**config.mk**
```make
export PLATFORM = sky130hd
export DESIGN_NAME = tcce_ctrl
export DESIGN_NICKNAME = d
export VERILOG_FILES = /design/src/rtl/tcce_pkg.sv /design/src/rtl/tcce_ctrl.sv
export SDC_FILE = /design/constraint.sdc
export NUM_CORES = 1
export LEC_CHECK = 0
export BUFFER_PORTS_ARGS = -buffer_cell sky130_fd_sc_hd__buf_2
export CORE_AREA = 2 2 39 41
export CTS_CLUSTER_SIZE = 8
export DETAILED_ROUTE_END_ITERATION = 7
export DIE_AREA = 0 0 41 43
export HOLD_SLACK_MARGIN = 0.05
export SETUP_SLACK_MARGIN = 0.5
export SYNTH_ARGS = -nofsm -noshare
export SYNTH_HDL_FRONTEND = slang
export SYNTH_SLANG_ARGS = --single-unit
```
**constraint.sdc**
```tcl
create_clock -name i_clk -period 2.96 [get_ports i_clk]
set_input_delay 0.592 -clock i_clk [delete_from_list [all_inputs] [get_ports i_clk]]
set_output_delay 0.592 -clock i_clk [all_outputs]
set_load 0.02 [all_outputs]
```
**src/rtl/tcce_pkg.sv**
```systemverilog
// Types, constants and control structures of the text console cursor engine.
package tcce_pkg;

    localparam int COLUMNS     = 80;
    localparam int ROWS        = 25;
    localparam int CELL_COUNT  = ROWS * COLUMNS;
    localparam int MOVED_COUNT = (ROWS - 1) * COLUMNS;
    localparam int ADDR_W      = $clog2(CELL_COUNT);

    localparam int ROW_W    = 5;
    localparam int COL_W    = 7;
    localparam int CHAR_W   = 8;
    localparam int COLOUR_W = 4;
    localparam int CELL_W   = 16;

    localparam int IN_TDATA_W  = 24;
    localparam int OUT_TDATA_W = 32;

    localparam logic [CHAR_W-1:0] CH_NEWLINE   = 8'd10;
    localparam logic [CHAR_W-1:0] CH_TAB       = 8'd9;
    localparam logic [CHAR_W-1:0] CH_BACKSPACE = 8'd8;
    localparam logic [CHAR_W-1:0] CH_BLANK     = 8'h20;
    localparam int                TAB_STEP     = 3;

    localparam logic [COLOUR_W-1:0] RESET_BG = 4'd0;
    localparam logic [COLOUR_W-1:0] RESET_FG = 4'd7;
    localparam logic [CELL_W-1:0]   RESET_BLANK = {RESET_BG, RESET_FG, CH_BLANK};

    localparam logic CFG_BACKGROUND = 1'b0;
    localparam logic CFG_FOREGROUND = 1'b1;

    typedef logic [ADDR_W-1:0] t_addr;
    typedef logic [ROW_W:0]    t_row_ext;
    typedef logic [COL_W:0]    t_col_ext;

    typedef enum logic [1:0] {
        CMD_PUT   = 2'd0,
        CMD_CLEAR = 2'd1,
        CMD_READ  = 2'd2
    } t_cmd;

    typedef enum logic [2:0] {
        ST_INIT,
        ST_IDLE,
        ST_EXEC,
        ST_READ,
        ST_COPY,
        ST_BLANK,
        ST_CLEAR,
        ST_DONE
    } t_state;

    typedef enum logic [2:0] {
        WR_NONE,
        WR_INIT,
        WR_EXEC,
        WR_COPY,
        WR_BLANK
    } t_wr_mode;

    typedef struct packed {
        logic     latch_in;
        logic     exec;
        logic     rd_capture;
        logic     ptr_clr;
        logic     ptr_inc;
        logic     load_out;
        t_wr_mode wr_mode;
    } t_dp_cmd;

    typedef struct packed {
        t_cmd cmd;
        logic need_scroll;
        logic ptr_last;
        logic ptr_moved;
        logic out_free;
    } t_dp_stat;

    typedef struct packed {
        logic [1:0]       pad;
        logic [COL_W-1:0] read_col;
        logic [ROW_W-1:0] read_row;
        logic [CHAR_W-1:0] char_code;
        logic [1:0]       command;
    } t_in_item;

    typedef struct packed {
        logic [2:0]        pad;
        logic              scrolled;
        logic [COL_W-1:0]  cursor_col;
        logic [ROW_W-1:0]  cursor_row;
        logic [CELL_W-1:0] cell_value;
    } t_out_item;

endpackage

```
**src/rtl/tcce_ctrl.sv**
```systemverilog
// Controller state machine that sequences commands, screen sweeps and result hand-off.
module tcce_ctrl (
    input  logic               i_clk,
    input  logic               i_rst_n,
    input  logic               i_in_valid,
    output logic               o_in_ready,
    input  tcce_pkg::t_dp_stat i_stat,
    output tcce_pkg::t_dp_cmd  o_cmd
);

    tcce_pkg::t_state r_state;
    tcce_pkg::t_state n_state;

    always_ff @(posedge i_clk) begin
        if (!i_rst_n) begin
            r_state <= tcce_pkg::ST_INIT;
        end else begin
            r_state <= n_state;
        end
    end

    always_comb begin
        n_state          = r_state;
        o_in_ready       = 1'b0;
        o_cmd            = '0;
        o_cmd.wr_mode    = tcce_pkg::WR_NONE;
        unique case (r_state)
            tcce_pkg::ST_INIT: begin
                o_cmd.wr_mode = tcce_pkg::WR_INIT;
                if (i_stat.ptr_last) begin
                    o_cmd.ptr_clr = 1'b1;
                    n_state       = tcce_pkg::ST_IDLE;
                end else begin
                    o_cmd.ptr_inc = 1'b1;
                end
            end
            tcce_pkg::ST_IDLE: begin
                o_in_ready = 1'b1;
                if (i_in_valid) begin
                    o_cmd.latch_in = 1'b1;
                    n_state        = tcce_pkg::ST_EXEC;
                end
            end
            tcce_pkg::ST_EXEC: begin
                o_cmd.exec    = 1'b1;
                o_cmd.wr_mode = tcce_pkg::WR_EXEC;
                unique case (i_stat.cmd)
                    tcce_pkg::CMD_PUT: begin
                        n_state = i_stat.need_scroll ? tcce_pkg::ST_COPY : tcce_pkg::ST_DONE;
                    end
                    tcce_pkg::CMD_CLEAR: n_state = tcce_pkg::ST_CLEAR;
                    tcce_pkg::CMD_READ:  n_state = tcce_pkg::ST_READ;
                    default:             n_state = tcce_pkg::ST_DONE;
                endcase
            end
            tcce_pkg::ST_READ: begin
                o_cmd.rd_capture = 1'b1;
                n_state          = tcce_pkg::ST_DONE;
            end
            tcce_pkg::ST_COPY: begin
                o_cmd.wr_mode = tcce_pkg::WR_COPY;
                if (i_stat.ptr_moved) begin
                    n_state = tcce_pkg::ST_BLANK;
                end else begin
                    o_cmd.ptr_inc = 1'b1;
                end
            end
            tcce_pkg::ST_BLANK, tcce_pkg::ST_CLEAR: begin
                o_cmd.wr_mode = tcce_pkg::WR_BLANK;
                if (i_stat.ptr_last) begin
                    o_cmd.ptr_clr = 1'b1;
                    n_state       = tcce_pkg::ST_DONE;
                end else begin
                    o_cmd.ptr_inc = 1'b1;
                end
            end
            tcce_pkg::ST_DONE: begin
                if (i_stat.out_free) begin
                    o_cmd.load_out = 1'b1;
                    n_state        = tcce_pkg::ST_IDLE;
                end
            end
            default: n_state = tcce_pkg::ST_INIT;
        endcase
    end

endmodule

```
==> flow_metrics.env <==
export IMPL_wl_met2_um=383
export IMPL_synth_seq_cells=3
export IMPL_rsz0062_at_grt="no"
export IMPL_track_usage=0.128
export IMPL_syn_inst=50
export IMPL_drt_met1_wl_um=406
export IMPL_vias=412
export IMPL_wl_met3_um=61
export IMPL_hpwl_um=648
export IMPL_crit_end="o_cmd[8]"
export IMPL_status="complete, no violations"
export IMPL_vias_per_cell=4.85
export IMPL_p_per_area_nw_per_um2=484
export IMPL_synth_top_cell_area_share=0.164
export IMPL_synth_edff_count=0
export IMPL_routabilityCongestion=0.666
export IMPL_path_class="flip-flop to output pin"
export IMPL_fp_dieW_um=41
export IMPL_num_rows=14
export IMPL_area_growth_syn_to_layout_pct=31.4
export IMPL_clock_fmax_mhz=469
export IMPL_cts_buffer_depth=2
export IMPL_final_max_slew_viol_count=0
export IMPL_drtIter0Drc=15
export IMPL_cp_startpoint="r_state[0]"
export IMPL_fin_nets=82
export IMPL_synth_distinct_cells=25
export IMPL_core_um2=1380
export IMPL_path_delay_family="flip-flops"
export IMPL_synth_xor_area_frac=0.0239
export IMPL_drive_gt1_frac=0.333
export IMPL_die_h_um=43
export IMPL_setup_tns_ps=0
export IMPL_antenna_found_initial=0
export IMPL_drc_errors=0
export IMPL_ys_seq_area_frac=0.164
export IMPL_wl_per_cell_um=10.2
export IMPL_cap_violations=0
export IMPL_nFillCells=167
export IMPL_synthAdderAreaFrac=0.102
export IMPL_finClkSkew_ps=1.67
export IMPL_endpoint_kind="output pin"
export IMPL_worstSkewPairLatency_ps=230
export IMPL_worstReg2RegStart="r_state[0]"
export IMPL_r2r_setup_slack_ps=1620
export IMPL_setup_viol=0
export IMPL_top_register="r_state"
export IMPL_crit_path_cell_trace="nor3b_1 > and2_1 > buf_2"
export IMPL_synth_most_common_cell="nor2_1"
export IMPL_cts_hold_buffers=0
export IMPL_drt_wl_total_um=869
export IMPL_slowest_stage="dfxtp_1"
export IMPL_reg_top3="r_state (3)"
export IMPL_whs_ps=643
export IMPL_required_ps=2370
export IMPL_overflow=0
export IMPL_post_cts_resized_instances=0
export IMPL_yosysWarnings=0
export IMPL_grt_max_degree=16
export IMPL_synth_common_cells="nor2_1, inv_1, a21oi_1"
export IMPL_hold_viol=0
export IMPL_min_path_type="primary input to flip-flop"
export IMPL_grt_pass1_wl_mm=1.44
export IMPL_post_cts_buffers=0
export IMPL_synth_nets=62
export IMPL_ant_nets=0
export IMPL_r2r_cells=3
export IMPL_cts_tree="yes"
export IMPL_cts_sinks=3
export IMPL_timing_final_crit_share=0.720
export IMPL_synth_area_per_cell_um2=7.33
export IMPL_cts_root_buf="clkbuf_4"
export IMPL_finalCriticalPeriod_ps=2130
export IMPL_crit_cells=3
export IMPL_synth_area_mux_share=0.0273
export IMPL_top_layer_used="met4"
export IMPL_dr_pass1_iters=4
export IMPL_cts_max_level=1
export IMPL_synthFlopType="dfxtp_1"
export IMPL_worst_pin_slew_ps=511
export IMPL_clkSlewWorstSetupHoldPaths_ps=40
export IMPL_largest_reg_flops=3
export IMPL_synth_area_um2=367
export IMPL_grt_pass1_vias=360
export IMPL_synth_compound_area_share=0.242
export IMPL_io_pin_count=19
export IMPL_critPathArrivalTime_ps=1540
export IMPL_cp_num_buf_inv=1
export IMPL_worstPathMaxFanout=15
export IMPL_port_buffers=18
export IMPL_initial_core_util=0.265
export IMPL_max_vdd_ir_drop_v=0.000137
export IMPL_die_area_um2=1760
export IMPL_leakagePower_nw=0.246
export IMPL_timing_rr_end="r_state[0]"
export IMPL_synth_area_leaders="dfxtp_1, ha_1, nor2_1"
export IMPL_synthSimpleGateAreaFrac=0.331
export IMPL_slew_headroom=0.659
export IMPL_synth_area_leader_cell="dfxtp_1"
export IMPL_diodes=0
export IMPL_cp_slowest_stage_delay_ps=620
export IMPL_cp_start_kind="flip-flop"
export IMPL_async_flop_share=0
export IMPL_synth_top_family_by_area="simple AND/OR/NAND/NOR gates"
export IMPL_numCtsBuffers=3
==> metal layers <==
layer	vias to the layer above	track usage
met4	0	0.120
met3	2	0.0471
met2	15	0.181
met1	182	0.135
li1	213	-
met5	-	0
==> power breakdown <==
group	switching, mW	internal, mW	total [mW]
Clock	0.0220	0.0506	0.0726
Combinational	0.0529	0.0406	0.0935
Sequential	0.0211	0.0460	0.0671
==> metrics by stage <==
stage	instance area [um^2]	std cells	power, mW	setup WS (ps)	utilization
after CTS	482	85	0.239	803	0.348
after global placement	455	81	0.160	1110	0.329
after floorplan	367	50	0.134	991	-
after global routing	482	85	0.257	640	0.348
after detailed placement	455	81	0.162	1060	0.329
final	482	85	0.233	829	0.348
==> worst min-delay path by stage <==
stage | startpoint | endpoint | slack, ps | cells after the start
after floorplan | r_state[0] | r_state[1] | 640 | 3
after global placement | r_state[1] | r_state[1] | 720 | 2
after detailed placement | r_state[1] | r_state[1] | 730 | 2
after CTS | i_rst_n | r_state[1] | 640 | 3
after global routing | i_rst_n | r_state[1] | 670 | 3
final | i_rst_n | r_state[1] | 640 | 3
==> kinds of logic (layout without fill, tap and decap cells) <==
logic type	after synthesis	in the layout
simple gates	22	22
compound gates	12	12
buf+inv	8	27
fa+ha+maj	3	3
flops	3	3
xor+xnor	1	1
mux	1	1
==> tightest hold or removal path: cells and delay by family <==
family	cells	cell delay (ps)
AOI/OAI and AO/OA	1	50
buffers and inverters	2	180
==> final cells by class <==
cell class                 instances  area, um^2  area share
timing repair buffer              18        90.1       0.187
multi-input combinational         39         267       0.553
inverter                           5        18.8      0.0390
tap                               16        20.0      0.0416
clock buffer                       4        26.3      0.0545
sequential                         3        60.1       0.125
==> cells in the final DEF (no fill, tap or decap) <==
cell / instances
a21oi_1: 4
a31oi_1: 1
and2_1: 1
buf_2: 18
clkbuf_1: 1
clkbuf_4: 3
dfxtp_1: 3
ha_1: 3
inv_1: 5
mux2i_1: 1
nand2_1: 2
nand2_4: 1
nand2b_1: 3
nand3_1: 1
nor2_1: 6
nor2b_1: 3
nor3_1: 3
nor3b_1: 1
o2111ai_1: 2
o211a_1: 1
o21a_1: 1
o32a_1: 1
o32ai_1: 1
o41ai_1: 1
or3b_2: 1
xnor2_1: 1
(Power assumes the default switching activity.)
